===== src/sv/pcs_pkg.sv =====
// Shared types, constants and helpers of the PLL coefficient search block.
// Depends on nothing; imported by every module of the block.
package pcs_pkg;

  localparam int RATE_W   = 32;
  localparam int NF_W     = 13;
  localparam int NR_W     = 7;
  localparam int OD_W     = 5;
  localparam int WORD_W   = 31;
  localparam int DVD_W    = 42;
  localparam int DVS_W    = 32;
  localparam int VCO_W    = 36;
  localparam int ODI_W    = 4;
  localparam int CNT_W    = 6;
  localparam int DIV_STEPS = DVD_W;
  localparam int OD_COUNT = 9;

  localparam logic [NR_W-1:0]   NR_LIMIT = 7'd64;
  localparam logic [DVD_W-1:0]  VCO_MAX  = 42'd3600000000;
  localparam logic [DVD_W-1:0]  VCO_MIN  = 42'd720000000;
  localparam logic [DVD_W-1:0]  NF_MAX   = 42'd4096;
  localparam logic [RATE_W-1:0] RATE_MAX = 32'd3600000000;
  localparam logic [ODI_W-1:0]  ODI_LAST = 4'(OD_COUNT - 1);

  // Configuration register indexes.
  typedef enum logic [1:0] {
    REG_MAX_REF = 2'd0,
    REG_PARENT  = 2'd1
  } pcs_reg_t;

  // Search sequencer states.
  typedef enum logic [3:0] {
    S_IDLE, S_MUL, S_NF_GO, S_NF_WAIT, S_VCO_GO, S_VCO_WAIT,
    S_FR_GO, S_FR_WAIT, S_NEXT_OD, S_NEXT_NR, S_DECIDE, S_FINISH
  } pcs_state_t;

  // Request to the shared divider.
  typedef struct packed {
    logic             start;
    logic [DVD_W-1:0] dividend;
    logic [DVS_W-1:0] divisor;
  } pcs_div_req_t;

  // One result beat.
  typedef struct packed {
    logic [RATE_W-1:0] rate;
    logic [NF_W-1:0]   nf;
    logic [NR_W-1:0]   nr;
    logic [OD_W-1:0]   od;
    logic              bypass;
    logic              err;
    logic [WORD_W-1:0] word;
  } pcs_result_t;

  // Output divider list, largest first.
  function automatic logic [OD_W-1:0] od_of(input logic [ODI_W-1:0] idx);
    logic [OD_W-1:0] od;
    case (idx)
      4'd0:    od = 5'd16;
      4'd1:    od = 5'd14;
      4'd2:    od = 5'd12;
      4'd3:    od = 5'd10;
      4'd4:    od = 5'd8;
      4'd5:    od = 5'd6;
      4'd6:    od = 5'd4;
      4'd7:    od = 5'd2;
      default: od = 5'd1;
    endcase
    return od;
  endfunction

  // Packed PLL config word; callers pass nonzero coefficients.
  function automatic logic [WORD_W-1:0] pack_word(input logic [NF_W-1:0] nf,
                                                  input logic [NR_W-1:0] nr,
                                                  input logic [OD_W-1:0] od);
    logic [NF_W-1:0] nfm;
    logic [NR_W-1:0] nrm;
    logic [OD_W-1:0] odm;
    logic [WORD_W-1:0] w;
    nfm = nf - 1'b1;
    nrm = nr - 1'b1;
    odm = od - 1'b1;
    w = '0;
    w[30:27] = nrm[3:0];
    w[26:14] = nfm;
    w[13:10] = odm[3:0];
    w[9]     = 1'b1;
    w[7:0]   = 8'd1;
    return w;
  endfunction

endpackage


===== src/sv/pcs_divider.sv =====
// Shared restoring divider, one quotient bit per cycle.
// Depends on pcs_pkg for widths and the request struct.
module pcs_divider import pcs_pkg::*; (
  input  logic             clk,
  input  logic             rst_n,
  input  pcs_div_req_t     req,
  output logic             done,
  output logic [DVD_W-1:0] quotient,
  output logic [DVS_W-1:0] remainder
);

  logic             busy_r, busy_nxt;
  logic             done_r, done_nxt;
  logic [CNT_W-1:0] cnt_r, cnt_nxt;
  logic [DVD_W-1:0] quo_r, quo_nxt;
  logic [DVS_W-1:0] rem_r, rem_nxt;
  logic [DVS_W-1:0] div_r, div_nxt;
  logic [DVS_W:0]   trial;
  logic [DVS_W:0]   diff;
  logic             ge;

  // One compare and subtract per cycle; the dividend shifts out as quotient shifts in.
  always_comb begin
    trial    = {rem_r, quo_r[DVD_W-1]};
    ge       = trial >= {1'b0, div_r};
    diff     = trial - {1'b0, div_r};
    busy_nxt = busy_r;
    done_nxt = 1'b0;
    cnt_nxt  = cnt_r;
    quo_nxt  = quo_r;
    rem_nxt  = rem_r;
    div_nxt  = div_r;
    if (req.start) begin
      quo_nxt  = req.dividend;
      rem_nxt  = '0;
      div_nxt  = req.divisor;
      busy_nxt = 1'b1;
      cnt_nxt  = '0;
    end else if (busy_r) begin
      rem_nxt = ge ? diff[DVS_W-1:0] : trial[DVS_W-1:0];
      quo_nxt = {quo_r[DVD_W-2:0], ge};
      if (cnt_r == CNT_W'(DIV_STEPS - 1)) begin
        busy_nxt = 1'b0;
        done_nxt = 1'b1;
      end else begin
        cnt_nxt = cnt_r + 1'b1;
      end
    end
  end

  always_ff @(posedge clk) begin
    if (!rst_n) begin
      busy_r <= 1'b0;
      done_r <= 1'b0;
      cnt_r  <= '0;
    end else begin
      busy_r <= busy_nxt;
      done_r <= done_nxt;
      cnt_r  <= cnt_nxt;
    end
    quo_r <= quo_nxt;
    rem_r <= rem_nxt;
    div_r <= div_nxt;
  end

  assign done      = done_r;
  assign quotient  = quo_r;
  assign remainder = rem_r;

endmodule


===== src/sv/pll_coefficient_search.sv =====
// PLL coefficient search block, top level.
// Depends on pcs_pkg and pcs_divider.
//
// Usage: write max_ref_divider (index 0) and the reference clock rate
// (index 1) through the cfg port while the block is idle. Present a target
// rate on the input channel; one result beat follows on the output channel
// for each input beat.
// The search walks NR from 1 to min(max_ref_divider, 64) and, for each NR,
// the output dividers 16 down to 1. Each candidate runs up to three
// 42-step divisions on one shared divider, and one beat tries at most
// 64 x 9 candidates; a zero reference rate skips the search, and with no NR
// to try the search goes straight to the final decision.
// in_stall stays high from acceptance until the result is placed in the
// output register; one item is in work at a time.
// A stalled result holds in the output register; the next input beat may be
// accepted while it waits, and its result waits for the register to empty.
// Reset restores max_ref_divider to 1 and the reference clock rate to
// 27000000 and empties the block.
module pll_coefficient_search import pcs_pkg::*; (
  input  logic                clk,
  input  logic                rst_n,
  input  logic                cfg_we,
  input  logic [1:0]          cfg_addr,
  input  logic [31:0]         cfg_wdata,
  input  logic                in_valid,
  output logic                in_stall,
  input  logic [RATE_W-1:0]   in_target_rate,
  output logic                out_valid,
  input  logic                out_stall,
  output logic [RATE_W-1:0]   out_achieved_rate,
  output logic [NF_W-1:0]     out_feedback_mult,
  output logic [NR_W-1:0]     out_ref_div,
  output logic [OD_W-1:0]     out_out_div,
  output logic                out_bypass_sel,
  output logic                out_error_flag,
  output logic [WORD_W-1:0]   out_pll_word
);

  pcs_state_t        state_r, state_nxt;
  logic [NR_W-1:0]   max_ref_r, max_ref_nxt;
  logic [RATE_W-1:0] parent_r, parent_nxt;
  logic [RATE_W-1:0] rate_r, rate_nxt;
  logic [NR_W-1:0]   nr_r, nr_nxt;
  logic [ODI_W-1:0]  odi_r, odi_nxt;
  logic [DVD_W-1:0]  prod_r, prod_nxt;
  logic [NF_W-1:0]   nf_r, nf_nxt;
  logic              nf_big_r, nf_big_nxt;
  logic [DVS_W-1:0]  rem_r, rem_nxt;
  logic [VCO_W-1:0]  vco_r, vco_nxt;
  logic [RATE_W-1:0] best_r, best_nxt;
  logic [NF_W-1:0]   best_nf_r, best_nf_nxt;
  logic [NR_W-1:0]   best_nr_r, best_nr_nxt;
  logic [OD_W-1:0]   best_od_r, best_od_nxt;
  pcs_result_t       res_r, res_nxt;
  pcs_result_t       out_r, out_nxt;
  logic              out_valid_r, out_valid_nxt;

  logic              in_acc;
  logic              out_free;
  logic [NR_W-1:0]   lim;
  logic [OD_W-1:0]   od;
  logic [11:0]       nr_od;
  logic [43:0]       mul;
  pcs_div_req_t      div_req;
  logic              div_done;
  logic [DVD_W-1:0]  div_q;
  logic [DVS_W-1:0]  div_r;

  assign in_acc   = in_valid && !in_stall;
  assign out_free = !out_valid_r || !out_stall;
  assign lim      = (max_ref_r > NR_LIMIT) ? NR_LIMIT : max_ref_r;
  assign od       = od_of(odi_r);
  assign nr_od    = 12'(nr_r) * 12'(od);
  assign mul      = 44'(rate_r) * 44'(nr_od);

  pcs_divider u_div (
    .clk       (clk),
    .rst_n     (rst_n),
    .req       (div_req),
    .done      (div_done),
    .quotient  (div_q),
    .remainder (div_r)
  );

  // Next state of the search sequencer.
  always_comb begin
    state_nxt = state_r;
    unique case (state_r)
      S_IDLE: begin
        if (in_acc) begin
          if (parent_r == '0)   state_nxt = S_FINISH;
          else if (lim == '0)   state_nxt = S_DECIDE;
          else                  state_nxt = S_MUL;
        end
      end
      S_MUL:     state_nxt = S_NF_GO;
      S_NF_GO:   state_nxt = S_NF_WAIT;
      S_NF_WAIT: begin
        if (div_done) state_nxt = (div_q == '0) ? S_NEXT_NR : S_VCO_GO;
      end
      S_VCO_GO:  state_nxt = S_VCO_WAIT;
      S_VCO_WAIT: begin
        if (div_done) begin
          if (div_q < VCO_MIN)                  state_nxt = S_NEXT_NR;
          else if (nf_big_r || div_q > VCO_MAX) state_nxt = S_NEXT_OD;
          else                                  state_nxt = S_FR_GO;
        end
      end
      S_FR_GO:   state_nxt = S_FR_WAIT;
      S_FR_WAIT: begin
        if (div_done) state_nxt = (rem_r == '0) ? S_FINISH : S_NEXT_OD;
      end
      S_NEXT_OD: state_nxt = (odi_r == ODI_LAST) ? S_NEXT_NR : S_MUL;
      S_NEXT_NR: state_nxt = (nr_r == lim) ? S_DECIDE : S_MUL;
      S_DECIDE:  state_nxt = S_FINISH;
      S_FINISH: begin
        if (out_free) state_nxt = S_IDLE;
      end
      default:   state_nxt = S_IDLE;
    endcase
  end

  // Divider requests issued by the sequencer.
  always_comb begin
    div_req = '0;
    unique case (state_r)
      S_NF_GO: begin
        div_req.start    = 1'b1;
        div_req.dividend = prod_r;
        div_req.divisor  = parent_r;
      end
      S_VCO_GO: begin
        div_req.start    = 1'b1;
        div_req.dividend = prod_r - DVD_W'(rem_r);
        div_req.divisor  = DVS_W'(nr_r);
      end
      S_FR_GO: begin
        div_req.start    = 1'b1;
        div_req.dividend = (rem_r == '0) ? DVD_W'(vco_r) + DVD_W'(od >> 1)
                                         : DVD_W'(vco_r);
        div_req.divisor  = DVS_W'(od);
      end
      default: div_req = '0;
    endcase
  end

  // Search datapath, configuration and output register updates.
  always_comb begin
    max_ref_nxt = max_ref_r;
    parent_nxt  = parent_r;
    rate_nxt    = rate_r;
    nr_nxt      = nr_r;
    odi_nxt     = odi_r;
    prod_nxt    = prod_r;
    nf_nxt      = nf_r;
    nf_big_nxt  = nf_big_r;
    rem_nxt     = rem_r;
    vco_nxt     = vco_r;
    best_nxt    = best_r;
    best_nf_nxt = best_nf_r;
    best_nr_nxt = best_nr_r;
    best_od_nxt = best_od_r;
    res_nxt     = res_r;
    out_nxt     = out_r;

    if (cfg_we) begin
      case (cfg_addr)
        REG_MAX_REF: max_ref_nxt = cfg_wdata[NR_W-1:0];
        REG_PARENT:  parent_nxt  = cfg_wdata;
        default:     ;
      endcase
    end

    case (state_r)
      S_IDLE: begin
        if (in_acc) begin
          rate_nxt    = (in_target_rate > RATE_MAX) ? RATE_MAX : in_target_rate;
          nr_nxt      = NR_W'(1);
          odi_nxt     = '0;
          best_nxt    = parent_r;
          best_nf_nxt = '0;
          best_nr_nxt = '0;
          best_od_nxt = '0;
          res_nxt     = '0;
          res_nxt.err = 1'b1;
        end
      end
      S_MUL: prod_nxt = mul[DVD_W-1:0];
      S_NF_WAIT: begin
        if (div_done) begin
          nf_nxt     = div_q[NF_W-1:0];
          nf_big_nxt = div_q > NF_MAX;
          rem_nxt    = div_r;
        end
      end
      S_VCO_WAIT: begin
        if (div_done) vco_nxt = div_q[VCO_W-1:0];
      end
      S_FR_WAIT: begin
        if (div_done) begin
          if (rem_r == '0) begin
            res_nxt.rate   = div_q[RATE_W-1:0];
            res_nxt.nf     = nf_r;
            res_nxt.nr     = nr_r;
            res_nxt.od     = od;
            res_nxt.bypass = 1'b0;
            res_nxt.err    = 1'b0;
            res_nxt.word   = pack_word(nf_r, nr_r, od);
          end else if (div_q[RATE_W-1:0] > best_r) begin
            best_nxt    = div_q[RATE_W-1:0];
            best_nf_nxt = nf_r;
            best_nr_nxt = nr_r;
            best_od_nxt = od;
          end
        end
      end
      S_NEXT_OD: odi_nxt = odi_r + 1'b1;
      S_NEXT_NR: begin
        nr_nxt  = nr_r + 1'b1;
        odi_nxt = '0;
      end
      S_DECIDE: begin
        res_nxt = '0;
        if (best_r == parent_r) begin
          res_nxt.rate   = parent_r;
          res_nxt.bypass = 1'b1;
        end else begin
          res_nxt.rate = best_r;
          res_nxt.nf   = best_nf_r;
          res_nxt.nr   = best_nr_r;
          res_nxt.od   = best_od_r;
          res_nxt.word = pack_word(best_nf_r, best_nr_r, best_od_r);
        end
      end
      S_FINISH: begin
        if (out_free) out_nxt = res_r;
      end
      default: ;
    endcase

    // Output register: loads on finish, empties when the beat is taken.
    if (state_r == S_FINISH && out_free) out_valid_nxt = 1'b1;
    else if (out_valid_r && !out_stall)  out_valid_nxt = 1'b0;
    else                                 out_valid_nxt = out_valid_r;
  end

  always_ff @(posedge clk) begin
    if (!rst_n) begin
      state_r     <= S_IDLE;
      max_ref_r   <= NR_W'(1);
      parent_r    <= 32'd27000000;
      out_valid_r <= 1'b0;
    end else begin
      state_r     <= state_nxt;
      max_ref_r   <= max_ref_nxt;
      parent_r    <= parent_nxt;
      out_valid_r <= out_valid_nxt;
    end
    rate_r    <= rate_nxt;
    nr_r      <= nr_nxt;
    odi_r     <= odi_nxt;
    prod_r    <= prod_nxt;
    nf_r      <= nf_nxt;
    nf_big_r  <= nf_big_nxt;
    rem_r     <= rem_nxt;
    vco_r     <= vco_nxt;
    best_r    <= best_nxt;
    best_nf_r <= best_nf_nxt;
    best_nr_r <= best_nr_nxt;
    best_od_r <= best_od_nxt;
    res_r     <= res_nxt;
    out_r     <= out_nxt;
  end

  assign in_stall          = (state_r != S_IDLE);
  assign out_valid         = out_valid_r;
  assign out_achieved_rate = out_r.rate;
  assign out_feedback_mult = out_r.nf;
  assign out_ref_div       = out_r.nr;
  assign out_out_div       = out_r.od;
  assign out_bypass_sel    = out_r.bypass;
  assign out_error_flag    = out_r.err;
  assign out_pll_word      = out_r.word;

endmodule


===== config.mk =====
export PLATFORM = sky130hd
export DESIGN_NAME = pll_coefficient_search
export DESIGN_NICKNAME = d
export VERILOG_FILES = /design/src/sv/pcs_pkg.sv /design/src/sv/pcs_divider.sv /design/src/sv/pll_coefficient_search.sv
export SDC_FILE = /design/constraint.sdc
export NUM_CORES = 2
export LEC_CHECK = 0
export BUFFER_PORTS_ARGS = -buffer_cell sky130_fd_sc_hd__buf_2
export CAP_MARGIN = 5
export CELL_PAD_IN_SITES_DETAIL_PLACEMENT = 1
export CELL_PAD_IN_SITES_GLOBAL_PLACEMENT = 1
export CORE_ASPECT_RATIO = 2
export CORE_MARGIN = 2
export CORE_UTILIZATION = 25
export CTS_BUF_LIST = sky130_fd_sc_hd__clkbuf_4 sky130_fd_sc_hd__clkbuf_8
export DETAILED_ROUTE_END_ITERATION = 7
export HOLD_SLACK_MARGIN = 0.05
export PLACE_DENSITY_LB_ADDON = 0.1
export SETUP_SLACK_MARGIN = 0.4
export SLEW_MARGIN = 20
export SYNTH_ARGS = -nofsm -noshare
export SYNTH_HDL_FRONTEND = slang
export SYNTH_HIERARCHICAL = 1
export SYNTH_SLANG_ARGS = --single-unit

===== constraint.sdc =====
create_clock -name clk -period 22.9 [get_ports clk]
set_input_delay 3.435 -clock clk [delete_from_list [all_inputs] [get_ports clk]]
set_output_delay 3.435 -clock clk [all_outputs]
set_load 0.005 [all_outputs]

* Yosys cells after proc, flatten, opt, wreduce, memory -nomap -nowiden
Memories as Yosys holds them, arrays and structs flattened. A register that Yosys moved wholly into a read port is not among the register bits.
Cells that the tools add are included.
** Storage, ports and cells
- Output and inout port bits :: 92
- Memories kept :: 1
- Bits of input ports :: 71
- Logic and storage cells :: 180
- Latch bits :: 0
- ROM bits :: 32
- RAM bits :: 0
- Bits in registers :: 562
** Memories
- (name not given) :: depth 8, bits a word 4, read ports 1, clocked after memory_dff 1, wr ports 0, RTL line pcs_pkg.sv:58 : case (idx)
** Operators by class
- Divide/modulo/power cells :: 0
- Shift operators :: 0
- Reduce and logical (&&, ||, !) cells :: 35
- Bitwise operators :: 3
- $add $sub $neg :: 12
- Order comparisons :: 7
- Equality and inequality tests :: 24
- Multiply operators :: 2
- Muxes and demuxes :: 60
** Operator list (count)
- two-way mux 90 bit :: 3
- one-hot mux 90 bit (3 select lines) :: 1
- one-hot mux 75 bit (3 select lines) :: 1
- two-way mux 32 bit :: 6
- two-way mux 42 bit :: 2
- logical NOT 32 bit :: 2
- one-hot mux 32 bit (2 select lines) :: 1
- two-way mux 13 bit :: 4
- two-way mux 4 bit :: 13
- one-hot mux 4 bit (12 select lines) :: 1
- > comparator 42 x 13 -> 1 bit, second input constant :: 1
- > comparator 42 x 32 -> 1 bit, second input constant :: 1
- logical NOT 42 bit :: 1
- less-than comparator 42 x 30 -> 1 bit, second input constant :: 1
- multiplier 32 x 12 -> 42 bit :: 1
- two-way mux 7 bit :: 6
- subtractor 42 x 32 -> 42 bit :: 1
- adder 36 x 4 -> 37 bit :: 1
- two-way mux 37 bit :: 1
- greater-or-equal comparator 33 x 32 -> 1 bit :: 1
- equality test 32 bit :: 1
- > comparator 32 bit :: 1
- > comparator 32 bit, second input constant :: 1
- subtractor 32 bit :: 1
- 41 further kinds :: 90

* Logic depth before layout (Yosys ltp)
- Word-level depth :: 7
- Gate-level depth with buffers :: 40
- Depth with buffers taken out :: 38

* Modules after synthesis
Netlist, hierarchy kept.
** Modules (own cells, without submodules)
- pll_coefficient_search :: times used 1, sequential area each 12552.0 um^2, cells an instance 3410, area each 34137.7 um^2
- pcs_divider :: times used 1, sequential area each 3022.9 um^2, cells an instance 604, area each 6498.7 um^2

* Worst setup path before layout
No wires, ideal clock.
- Path type :: input to register
- From :: input port in_valid
- To :: register res_r[10] in the netlist's numbering, enable pin
- Path buffers :: 0
- Cell stages on the path :: 2
- Required time :: 22.259 ns
- Arrival :: 9.446 ns
- Path slack :: 12.813 ns
- Cells stage by stage :: nor2_1 -> a211oi_1
** Between the ends
- Longest elaborated chain between the ends :: 3
** RTL lines
- start, declared :: RTL line pll_coefficient_search.sv:25 : input logic in_valid,
- logical AND 1 bit :: RTL line pll_coefficient_search.sv:69 : assign in_acc = in_valid && !in_stall;
- != test 2 bit (no line)
- AND reduction 4 bit (no line)
- end signal, assigned :: RTL line pll_coefficient_search.sv:271 : res_r <= res_nxt;
- end, declared :: RTL line pll_coefficient_search.sv:54 : pcs_result_t res_r, res_nxt;
Every way passes these cells.
A chain may end at the register's enable or synchronous reset.

* Worst setup path in the final report
- From :: register odi_r[3]
- To :: register prod_r[41] (data pin)
** Between the ends
- Longest elaborated chain between the ends :: 3
** RTL lines
- start, declared :: RTL line pll_coefficient_search.sv:44 : logic [ODI_W-1:0] odi_r, odi_nxt;
- start signal, assigned :: RTL line pll_coefficient_search.sv:261 : odi_r <= odi_nxt;
- two-way mux 5 bit :: RTL line pcs_pkg.sv:58
- multiplier 7 x 5 -> 12 bit :: RTL line pll_coefficient_search.sv:73 : assign nr_od = 12'(nr_r) * 12'(od);
- multiplier 32 x 12 -> 42 bit :: RTL line pll_coefficient_search.sv:74 : assign mul = 44'(rate_r) * 44'(nr_od);
- net mul[41] :: RTL line pll_coefficient_search.sv:63 : logic [43:0] mul;
- end signal, assigned :: RTL line pll_coefficient_search.sv:262 : prod_r <= prod_nxt;
- end, declared :: RTL line pll_coefficient_search.sv:45 : logic [DVD_W-1:0] prod_r, prod_nxt;
The timed path passes the listed nets, and every way through them passes these cells.

==> metrics.csv <==
stage,metric,value,unit
status,status,finished clean,
yosys,ys_warn_count,6,
yosys,ys_types,92,
setup_path,crit_slowest_cell,edfxtp_1,
cts,clkTransAtPathRegs,0.08,ns
final_layout,fillers,18400,
sta,hold_viol,0,
yosys,synth_flop_cell,edfxtp_1,
setup_path,crit_type,reg2reg,
global_route,grt_pass1_vias,33600,
floorplanning,die_w,289,µm
setup_path,critical_path.most_common_cell,fa_1,
drt,drt_first_pass_iters,5,
cts,cts_setup_buffers,0,
floorplanning,num_rows,209,
cts,ctsRootBufferMaster,clkbuf_8,
yosys,yosysTopAreaCellShare,34.0,%
sta,final_max_slew_viol_count,0,
setup_path,endpoint_kind,flip-flop,
sta,period_minus_slack,11.67,ns
cts,cts_hold_buffers,0,
cts,cts.sinks,548,
floorplanning,io_pins,163,
global_route,grt_start_max_net_pins,103,
cts,post_cts_resized,0,
yosys,syn_inst,4014,
cts,insertion_delay,0.77,ns
place,place_hpwl,116000,µm
place,gp_congestion,0.812,
drt,drt-met1-wl,50900,µm
yosys,synthArstFlopShare,0,%
final_layout,area_delta_synth_final,13.2,%
drt,vias,29400,
sta,slew_headroom,25.2,%
drt,routed_wl,148000,µm
final_layout,num-nets-final,4742,
cts,cts_buffers,93,
floorplanning,die_area,166000,µm²
place,dpl.cell_count,6164,
setup_path,slowest_delay,0.72,ns
sta,timing.final.crit_share,50.9,%
drt,avgViaCountPerCell,4.64,
flow_run,maxCapViolations,0,
drt,met3_length,2790,µm
final_layout,fin_cells,6339,
sta,max_freq,85.7,MHz
drt,wl_met2,87900,µm
global_route,antenna_found_initial,2,
global_route,track_usage,18.1,%
yosys,netlist_top_cells_area,"edfxtp_1 34%, fa_1 16%, ha_1 6.3%",
cts,cts_tree,done,
yosys,yosys-top-cells-count,"536 x inv_1, 520 x nand2_1, 460 x edfxtp_1",
final_layout,drive_above_1_share,11.8,%
floorplanning,die_y,574,µm
global_route,grt_pass1_wl,222000,µm
sta,skew,0.0518,ns
global_route,gr-total-overflow,0,
yosys,seq_area_frac_synth,38.3,%
place,io_buffers,154,
floorplanning,fp.coreArea,162000,µm²
floorplanning,initial_core_util,25.1,%
drt,dr.first_iter.drc_count,952,
yosys,yosysMostFrequentCell,inv_1,
setup_path,path_max_fanout,31,
setup_path,cp.required,23.38,ns
min_path,min_path_type,reg2reg,
sta,worst_pin_slew,1.12,ns
setup_path,arrival,12.14,ns
yosys,yosysTopAreaCell,edfxtp_1,
sta,tns,0,ns
sta,rsz0062_at_grt,no,
drt,top_layer,met4,
yosys,synth-edff-count,460,
sta,setup_viol_count_final,0,
drt,drc,0,
cts,clk_path_buf_depth,3,
yosys,synth.avg_cell_area,10.1,µm²
drt,wire_per_inst,23.4,µm
yosys,synth-seq-cells,548,
drt,ant_nets,0,
cts,htreeDepth,3,
yosys,netlist_area,40600,µm²
setup_path,startpoint_type,flip-flop,
registers in the layout, indices dropped and copies added, names as in the netlist, 36 cells and up, named ones only:
| name | cells |
|---|---|
| prod_r | 42 |
| res_r | 81 |
| vco_r | 36 |
| u_div/quotient | 42 |
logic make-up after synthesis:
kind of cell / Yosys count / share of synthesized area, %
other cells: 1 / 0.00923
buf+inv: 718 / 6.86
compound gates: 576 / 9.49
xor+xnor: 209 / 4.50
simple gates: 1358 / 16.7
mux: 82 / 2.20
flops: 548 / 38.3
fa+ha+maj: 522 / 21.9
placed cells by master (no fill, tap or decap), types with 59 or more instances in the layout:
| master | count |
|---|---|
| buf_2 | 154 |
| o21ai_0 | 119 |
| a21o_1 | 85 |
| dfxtp_1 | 87 |
| clkbuf_8 | 102 |
| edfxtp_1 | 460 |
| xor2_1 | 59 |
| and2_1 | 216 |
| nor2_1 | 163 |
| nand2b_1 | 70 |
| nand2_1 | 519 |
| fa_1 | 316 |
| nand3_1 | 74 |
| inv_1 | 536 |
| a21oi_1 | 124 |
| xnor2_1 | 142 |
| ha_1 | 203 |
| buf_4 | 60 |
critical path, delay by kind of cell, from the launching register on:
kind	cells	cell delay (ns)
compound gates	11	2.79
xor+xnor	2	0.20
fa+ha+maj	10	4.92
buf+inv	5	0.54
flops	1	0.72
simple gates	6	2.23
path summary, 6_finish.rpt:
path / from / to / slack [ns] / cells after the start
max: odi_r[3]$_SDFFCE_PN0P_ / prod_r[41]$_DFFE_PN_ / 11.23 / 34
min: res_r[44]$_DFFE_PP_ / out_ref_div[6]$_DFFE_PP_ / 0.40 / 0
max reg2reg: odi_r[3]$_SDFFCE_PN0P_ / prod_r[41]$_DFFE_PN_ / 11.23 / 34
min reg2reg: res_r[44]$_DFFE_PP_ / out_ref_div[6]$_DFFE_PP_ / 0.40 / 0
per-layer routing:
metal | global-route usage (%) | vias up
li1 | - | 13700
met1 | 17.6 | 15100
met2 | 37.6 | 413
met3 | 1.54 | 200
met4 | 7.49 | 0
met5 | 0 | -
final cells by class:
class	count	area, µm²	share of cell area, %
multi-input cells	2755	22500	48.9
inverters	536	2010	4.37
clock inverters	45	415	0.903
repair buffers	215	1240	2.70
well taps	2110	2640	5.74
flip-flops and latches	548	15600	33.9
diodes	1	2.50	0.00544
clock buffers	129	1610	3.49
per-stage QoR:
stage | setup slack (ns) | hold slack, ns | util [%] | instance area, µm²
finish | 11.23 | 0.403 | 28.4 | 46000
global route | 10.46 | 0.407 | 28.4 | 46000
CTS | 10.89 | 0.394 | 28.4 | 46000
detailed placement | 10.91 | 0.406 | 27.2 | 44000
global placement | 11.01 | 0.401 | 27.2 | 44000
floorplan | 12.81 | 0.400 | - | 40700
Power is left out: the tool's default activity adds up to more than one toggle a clock period on the data nets, which glitch-free logic cannot reach.
